`src/rtl/tspd_pkg.sv`:
```
package tspd_pkg;

   localparam logic [7:0] SYNC_VALUE = 8'h47;

   localparam int RUN_W      = 4;
   localparam int LIMIT_W    = 16;
   localparam int HITS_W     = 4;
   localparam int CSR_DATA_W = 16;

   localparam logic [RUN_W-1:0]   RUN_MAX           = 4'd15;
   localparam logic [LIMIT_W-1:0] PROBE_LIMIT_RESET = 16'd6528;
   localparam logic [HITS_W-1:0]  SYNC_HITS_RESET   = 4'd15;

   typedef enum logic [0:0] {
      CSR_PROBE_LIMIT = 1'b0,
      CSR_SYNC_HITS   = 1'b1
   } csr_index_type;

   typedef enum logic [1:0] {
      SIZE_NONE   = 2'd0,
      SIZE_CODE_A = 2'd1,
      SIZE_CODE_B = 2'd2,
      SIZE_CODE_C = 2'd3
   } size_code_type;

   // Controls shared by the three run trackers.
   typedef struct packed {
      logic             accept;   // an item is taken at the input
      logic             restart;  // that item starts a new stream
      logic             active;   // that item lies inside the probe window
      logic             load2;    // the first stage moves into the second
      logic             clear;    // a restart item moves into the second stage
      logic             write;    // the second stage retires an active item
      logic             is_sync;  // the second stage item is a sync byte
      logic [RUN_W-1:0] need;     // run length that counts as a hit
   } track_ctl_type;

endpackage

```
`src/rtl/tspd_run_track.sv`:
```
module tspd_run_track
   import tspd_pkg::*;
#(
   parameter int SIZE = 188
) (
   input  logic          clock,
   input  logic          reset,
   input  track_ctl_type ctl,
   output logic          hit
);

   localparam int            AW   = $clog2(SIZE);
   localparam logic [AW-1:0] LAST = AW'(SIZE - 1);

   logic [AW-1:0]    phase_ff;
   logic [AW-1:0]    phase_in;
   logic [AW-1:0]    start_phase;
   logic [AW-1:0]    ph1_ff;
   logic [AW-1:0]    ph2_ff;
   logic [RUN_W-1:0] runs_mem [SIZE];
   logic [RUN_W-1:0] rd_ff;
   logic             rdv_ff;
   logic [SIZE-1:0]  valid_ff;
   logic [RUN_W-1:0] old_run;
   logic [RUN_W-1:0] new_run;

   always_comb begin
      start_phase = ctl.restart ? '0 : phase_ff;
      phase_in    = phase_ff;
      if (ctl.accept) begin
         if (!ctl.active) begin
            phase_in = start_phase;
         end else if (start_phase == LAST) begin
            phase_in = '0;
         end else begin
            phase_in = start_phase + 1'b1;
         end
      end
   end

   always_ff @(posedge clock) begin
      if (reset) begin
         phase_ff <= '0;
      end else begin
         phase_ff <= phase_in;
      end
   end

   always_ff @(posedge clock) begin
      if (ctl.accept) begin
         ph1_ff <= start_phase;
      end
   end

   // The read of the item about to enter the second stage never collides with
   // the write of the item leaving it: active neighbors sit on adjacent phases,
   // and a restart item ignores what it reads.
   always_ff @(posedge clock) begin
      if (ctl.load2) begin
         ph2_ff <= ph1_ff;
         rd_ff  <= runs_mem[ph1_ff];
         rdv_ff <= valid_ff[ph1_ff] && !ctl.clear;
      end
      if (ctl.write) begin
         runs_mem[ph2_ff] <= new_run;
      end
   end

   // Clearing wins over the write of the older item retiring in the same cycle.
   always_ff @(posedge clock) begin
      if (reset || ctl.clear) begin
         valid_ff <= '0;
      end else if (ctl.write) begin
         valid_ff[ph2_ff] <= 1'b1;
      end
   end

   always_comb begin
      old_run = rdv_ff ? rd_ff : '0;
      if (!ctl.is_sync) begin
         new_run = '0;
      end else if (old_run == RUN_MAX) begin
         new_run = RUN_MAX;
      end else begin
         new_run = old_run + 1'b1;
      end
      hit = new_run >= ctl.need;
   end

endmodule

```
`src/rtl/ts_sync_pattern_detector_core.sv`:
```
// Transport stream sync detector.
// The req_ channel takes one stream byte per item, with req_first_byte marking
// the first byte of a new stream; that item clears every run counter and the
// detection result before it is counted as position zero.
// The rsp_ channel returns one item per input item: rsp_detected and
// rsp_packet_size_code as they stand after that byte.
// The csr_ port writes probe_limit (index 0) and sync_hits_needed (index 1);
// write only while no item is in flight.
// A result is valid once its byte passes the first stage, the second stage
// and the output register. Throughput is one byte per cycle while the receiver
// does not stall, set by the read-modify-write of one run counter memory per
// packet size: read as the byte enters the second stage, write as it leaves.
// Reset restores the register defaults and clears the counters at once
// through per-entry valid bits; no clearing pass is needed.
// When the receiver stalls, the three stages keep filling until the first one
// is occupied, and only then is req_stall raised; nothing is lost or repeated.
module ts_sync_pattern_detector_core
   import tspd_pkg::*;
#(
   parameter int SIZE_A = 188,
   parameter int SIZE_B = 192,
   parameter int SIZE_C = 204
) (
   input  logic                  clock,
   input  logic                  reset,
   input  logic                  req_valid,
   output logic                  req_stall,
   input  logic [7:0]            req_data_byte,
   input  logic                  req_first_byte,
   output logic                  rsp_valid,
   input  logic                  rsp_stall,
   output logic                  rsp_detected,
   output logic [1:0]            rsp_packet_size_code,
   input  logic                  csr_write_enable,
   input  logic [0:0]            csr_index,
   input  logic [CSR_DATA_W-1:0] csr_write_data
);

   logic [LIMIT_W-1:0] probe_limit_ff;
   logic [HITS_W-1:0]  sync_hits_ff;
   logic [LIMIT_W-1:0] pos_ff;
   logic [LIMIT_W-1:0] pos_in;
   logic [LIMIT_W-1:0] start_pos;
   logic               accept;
   logic               active_front;
   logic               en1, en2, en3;
   logic               load2, load3;

   logic v1_ff, restart1_ff, active1_ff, sync1_ff;
   logic v2_ff, restart2_ff, active2_ff, sync2_ff;
   logic rsp_valid_ff, found_ff;
   size_code_type size_ff;
   logic found_in;
   size_code_type size_in;

   track_ctl_type ctl;
   logic          hit_a, hit_b, hit_c;
   size_code_type best;
   logic [8:0]    best_size;

   always_ff @(posedge clock) begin
      if (reset) begin
         probe_limit_ff <= PROBE_LIMIT_RESET;
         sync_hits_ff   <= SYNC_HITS_RESET;
      end else if (csr_write_enable) begin
         unique case (csr_index_type'(csr_index))
            CSR_PROBE_LIMIT: probe_limit_ff <= csr_write_data[LIMIT_W-1:0];
            CSR_SYNC_HITS:   sync_hits_ff   <= csr_write_data[HITS_W-1:0];
            default:         probe_limit_ff <= probe_limit_ff;
         endcase
      end
   end

   assign en3       = !rsp_valid_ff || !rsp_stall;
   assign en2       = !v2_ff || en3;
   assign en1       = !v1_ff || en2;
   assign load2     = v1_ff && en2;
   assign load3     = v2_ff && en3;
   assign req_stall = !en1;
   assign accept    = req_valid && en1;

   // The position stops at the limit, so it never wraps.
   always_comb begin
      start_pos    = req_first_byte ? '0 : pos_ff;
      active_front = start_pos < probe_limit_ff;
      pos_in       = pos_ff;
      if (accept) begin
         pos_in = active_front ? start_pos + 1'b1 : start_pos;
      end
   end

   always_ff @(posedge clock) begin
      if (reset) begin
         pos_ff       <= '0;
         v1_ff        <= 1'b0;
         v2_ff        <= 1'b0;
         rsp_valid_ff <= 1'b0;
         found_ff     <= 1'b0;
         size_ff      <= SIZE_NONE;
      end else begin
         pos_ff <= pos_in;
         if (en1) begin
            v1_ff <= req_valid;
         end
         if (en2) begin
            v2_ff <= v1_ff;
         end
         if (en3) begin
            rsp_valid_ff <= v2_ff;
         end
         if (load3) begin
            found_ff <= found_in;
            size_ff  <= size_in;
         end
      end
   end

   always_ff @(posedge clock) begin
      if (accept) begin
         restart1_ff <= req_first_byte;
         active1_ff  <= active_front;
         sync1_ff    <= req_data_byte == SYNC_VALUE;
      end
      if (load2) begin
         restart2_ff <= restart1_ff;
         active2_ff  <= active1_ff;
         sync2_ff    <= sync1_ff;
      end
   end

   always_comb begin
      ctl.accept  = accept;
      ctl.restart = req_first_byte;
      ctl.active  = active_front;
      ctl.load2   = load2;
      ctl.clear   = load2 && restart1_ff;
      ctl.write   = load3 && active2_ff;
      ctl.is_sync = sync2_ff;
      ctl.need    = (sync_hits_ff == '0) ? RUN_W'(1) : sync_hits_ff;
   end

   tspd_run_track #(.SIZE(SIZE_A)) u_track_a (
      .clock (clock),
      .reset (reset),
      .ctl   (ctl),
      .hit   (hit_a)
   );

   tspd_run_track #(.SIZE(SIZE_B)) u_track_b (
      .clock (clock),
      .reset (reset),
      .ctl   (ctl),
      .hit   (hit_b)
   );

   tspd_run_track #(.SIZE(SIZE_C)) u_track_c (
      .clock (clock),
      .reset (reset),
      .ctl   (ctl),
      .hit   (hit_c)
   );

   // Among sizes that hit on the same byte the smallest one wins, and among
   // equal sizes the earlier one.
   always_comb begin
      best      = SIZE_NONE;
      best_size = '1;
      if (hit_a && 9'(SIZE_A) < best_size) begin
         best      = SIZE_CODE_A;
         best_size = 9'(SIZE_A);
      end
      if (hit_b && 9'(SIZE_B) < best_size) begin
         best      = SIZE_CODE_B;
         best_size = 9'(SIZE_B);
      end
      if (hit_c && 9'(SIZE_C) < best_size) begin
         best = SIZE_CODE_C;
      end
      found_in = restart2_ff ? 1'b0 : found_ff;
      size_in  = restart2_ff ? SIZE_NONE : size_ff;
      if (!found_in && active2_ff && best != SIZE_NONE) begin
         found_in = 1'b1;
         size_in  = best;
      end
   end

   assign rsp_valid            = rsp_valid_ff;
   assign rsp_detected         = found_ff;
   assign rsp_packet_size_code = size_ff;

   a_accept_fills: assert property (@(posedge clock) disable iff (reset)
      accept |=> v1_ff)
      else $error("accepted item did not reach the first stage");

   a_found_sticky: assert property (@(posedge clock) disable iff (reset)
      (load3 && !restart2_ff && found_ff) |=> (found_ff && $stable(size_ff)))
      else $error("detection changed without a restart");

   a_inactive_quiet: assert property (@(posedge clock) disable iff (reset)
      (load3 && !restart2_ff && !active2_ff) |=> ($stable(found_ff) && $stable(size_ff)))
      else $error("byte past the probe limit changed the result");

   a_size_matches: assert property (@(posedge clock) disable iff (reset)
      found_ff == (size_ff != SIZE_NONE))
      else $error("detection flag and packet size disagree");

endmodule

```
`config.mk`:
```
export PLATFORM = sky130hd
export DESIGN_NAME = ts_sync_pattern_detector_core
export DESIGN_NICKNAME = d
export VERILOG_FILES = /design/src/rtl/tspd_pkg.sv /design/src/rtl/tspd_run_track.sv /design/src/rtl/ts_sync_pattern_detector_core.sv
export SDC_FILE = /design/constraint.sdc
export NUM_CORES = 2
export LEC_CHECK = 0
export BUFFER_PORTS_ARGS = -buffer_cell sky130_fd_sc_hd__buf_4
export CORE_ASPECT_RATIO = 0.9
export CORE_MARGIN = 5
export CORE_UTILIZATION = 50
export DETAILED_ROUTE_END_ITERATION = 8
export GPL_TIMING_DRIVEN = 0
export HOLD_SLACK_MARGIN = 0.15
export PLACE_DENSITY_LB_ADDON = 0.05
export SYNTH_ARGS = -nofsm -noshare
export SYNTH_HDL_FRONTEND = slang
export SYNTH_SLANG_ARGS = --single-unit
```
`constraint.sdc`:
```
create_clock -name clock -period 14.8 [get_ports clock]
set_input_delay 1.48 -clock clock [delete_from_list [all_inputs] [get_ports clock]]
set_output_delay 1.48 -clock clock [all_outputs]
set_load 0.005 [all_outputs]
```
==> impl_metrics.json <==
{
  "status": "finished, violations left",
  "violations": "capacitance limit, slew limit",
  "rsz0062_at_grt": "false",
  "tightest_slew_ns": 1.592,
  "ys_async_sr_fraction_pct": 0,
  "yosys_warnings": 0,
  "critical_path.startpoint": "req_first_byte",
  "min_period_ns": 5.577,
  "via_count": 70390,
  "grt_pass1_vias": 68750,
  "arrival_ns": 6.31,
  "drv_cap": 6,
  "fillCellCount": 18580,
  "totalNegativeSetupSlack_ns": 0,
  "yosysTopAreaCellShare_pct": 60.46,
  "antenna_found_initial": 12,
  "maxSlewHeadroom_pct": -6.132,
  "synth_edf_count": 2405,
  "ctsResizeCount": 0,
  "crit_required_ns": 15.53,
  "ant_nets": 0,
  "synth_ff_type": "edfxtp_1",
  "tritoncts": "built",
  "postCtsSetupBuffers": 0,
  "min-delay-start": "active1_ff",
  "cts_root_buffer": "clkbuf_16",
  "top_level_ports": 36,
  "start_util_pct": 50.19,
  "swShare_pct": 22.00,
  "maxSlewViolCount": 66,
  "grt_pass1_wl_microns": 525900,
  "synth_top_cells_by_area": "edfxtp_1 60%, mux4_2 14%, dfxtp_1 11%",
  "seq_area_frac_synth_pct": 71.35,
  "holdCritPathClass": "flip-flop to flip-flop",
  "rows": 170,
  "nNetsFinal": 7730,
  "synth_seq_cells": 3055,
  "drt_iter0_drc": 9762,
  "cts-hold-fix-buffers": 0,
  "p_comb_share_pct": 5.1,
  "drive_gt1_share_pct": 19.66,
  "dpl_cell_area_sq_um": 125400,
  "syn-cell-area_sq_um": 119400,
  "cellPowerDensity_nw_per_um2": 133.0,
  "final_util_pct": 56.94,
  "drt-vias-per-instance": 6.336,
  "overflow": 0,
  "cts_sinks": 3055,
  "die-area_sq_um": 248800,
  "portBuffers": 34,
  "fin_skew_ns": 0.05770,
  "hpwlAfterDp_microns": 254500,
  "drc": 0,
  "pwr-share-clk_pct": 43.6,
  "grt_max_degree": 51,
  "chipWidth_microns": 525.2,
  "crit_type": "primary input to flip-flop",
  "path_clk_slew_ns": 0.06,
  "drt_wl_total_microns": 375900,
  "cp-end-kind": "flip-flop",
  "rr_startpoint": "u_track_c.ph1_ff[3]",
  "min_period_over_period_pct": 37.68,
  "cts_max_level": 5,
  "fmax_ghz": 0.1793,
  "yosysTopAreaCell": "edfxtp_1",
  "drtPass1Iterations": 7,
  "synth_cells": 7208,
  "die_y_microns": 473.7,
  "ys_types": 75,
  "seq_power_share_pct": 51.3,
  "area_delta_synth_final_pct": 13.47,
  "synth_nets": 7273,
  "setup.worst_path.start_class": "primary input",
  "worstPathMaxFanout": 10,
  "p_int_mw": 14.06,
  "syn-mean-instance-area_sq_um": 16.57,
  "grtUsageTotal_pct": 29.81,
  "wire_per_inst_microns": 33.84,
  "cts_buffers": 314,
  "ctsLongestPathBuffers": 4,
  "routabilityCongestion": 0.9334,
  "switching_power_mw": 3.968,
  "setup_violations": 0,
  "finalHoldViolations": 0,
  "clk-insertion-delay-late_ns": 0.89,
  "p_leak_nw": 43.64,
  "core_sq_um": 238000,
  "ir_drop_uv": 108.9,
  "final_cell_area_sq_um": 135500
}
## power groups by stage
stage	Sequential (mW)	Clock (mW)	Combinational (mW)
after detailed placement	9.43	0	0.909
final	9.25	7.86	0.920
after global placement	9.49	0	0.860
after CTS	9.25	7.93	0.911
after global routing	9.25	8.30	0.947
after floorplan	9.45	0	0.487
## cell usage after synthesis (27+ instances only)
cell type  instances
ha_1              34
nor2_1          1453
edfxtp_1        2405
clkbuf_1         270
o21a_1           198
nor2b_1           78
a21oi_1          148
buf_2             87
nand2_1          209
dfxtp_1          650
buf_1             31
mux4_2           737
mux2i_1          132
inv_1             40
nand3_1           81
o21ai_0           76
a22oi_1          128
buf_4             36
a211oi_1          27
## cells in the final DEF, fill, tap and decap left out, drive strengths merged, types with 18 or more instances in the layout
master,synthesis,final
nor2,1453,1453
and3,24,24
a21oi,149,149
a31oi,25,25
inv,41,48
buf,176,317
nand3,81,81
nand4,21,21
a221oi,22,22
clkbuf,270,713
nor2b,78,78
o21a,198,198
o21ai,77,77
o221ai,18,18
dfxtp,650,650
ha,34,34
a22oi,128,128
nand2,210,210
clkinv,1,100
a211oi,27,27
edfxtp,2405,2405
mux2i,132,132
nor3,27,27
mux4,737,737
## metrics by stage
step                power, mW  hold WS [ns]  worst slack (ns)  cells
CTS                     18.09        0.4251             9.284  11100
detailed placement      10.34        0.4072             8.409  10530
global placement        10.35        0.4148            -5.682  10420
finish                  18.03        0.4262             9.223  11110
floorplan               9.935        0.4003             4.165   7208
global route            18.49        0.4597             8.972  11100
## worst paths after layout
| kind | end | slack [ns] | cells past startpoint |
|---|---|---|---|
| max | u_track_c.phase_ff[3] | 9.22 | 16 |
| min | active2_ff | 0.43 | 0 |
| max reg2reg | u_track_c.rd_ff[0] | 9.47 | 8 |
| min reg2reg | active2_ff | 0.43 | 0 |
## flip-flops by register name, summed over array words and instances (netlist names), 8 cells and up
name	flops
u_track_a.ph1_ff	8
u_track_c.ph1_ff	8
u_track_b.ph2_ff	8
u_track_a.runs_mem	752
u_track_a.ph2_ff	8
u_track_b.runs_mem	768
probe_limit_ff	16
u_track_a.valid_ff	188
u_track_c.runs_mem	816
u_track_c.ph2_ff	8
u_track_a.phase_ff	8
u_track_c.valid_ff	204
u_track_b.phase_ff	8
pos_ff	16
u_track_c.phase_ff	8
u_track_b.valid_ff	192
u_track_b.ph1_ff	8
## routing by layer
layer | share of wire, % | track usage [%] | up-vias
li1 | - | - | 28830
met1 | 41 | 42.91 | 37070
met2 | 46 | 46.03 | 3750
met3 | 9.3 | 5.919 | 731
met4 | 4.1 | 10.11 | 2
met5 | 0.0035 | 0 | -
## area by class of cell
| type | count | area [sq um] | share of cell area [%] |
|---|---|---|---|
| diodes | 6 | 15.01 | 0.01108 |
| plain buffers | 446 | 2128 | 1.570 |
| clock buffers | 443 | 8975 | 6.622 |
| clock inverters | 129 | 1104 | 0.8142 |
| inverters | 42 | 157.7 | 0.1163 |
| multi-input cells | 3665 | 32060 | 23.66 |
| flip-flops and latches | 3055 | 85230 | 62.88 |
| well taps | 3182 | 3981 | 2.937 |
| repair buffers | 141 | 1882 | 1.388 |
## worst max-delay path: stages
cell	delay, ns
buf_4	0.13
clkbuf_1	0.54
clkbuf_1	0.56
clkbuf_1	0.50
clkbuf_1	0.56
nor2b_1	0.12
ha_1	0.32
a211o_1	0.26
a21oi_1	0.25
o211a_1	0.23
a221oi_2	0.08
buf_2	0.23
nor3_2	0.32
buf_2	0.34
a21oi_1	0.11
a311oi_1	0.27
## cells by family after synthesis
logic type | Yosys count | synth area share [%]
simple gates | 1971 | 6.788
mux | 875 | 15.06
xor+xnor | 12 | 0.08799
buf+inv | 488 | 1.876
flops | 3055 | 71.35
fa+ha+maj | 34 | 0.3561
compound gates | 773 | 4.480
No activity file was read; power rests on OpenSTA's default activity.
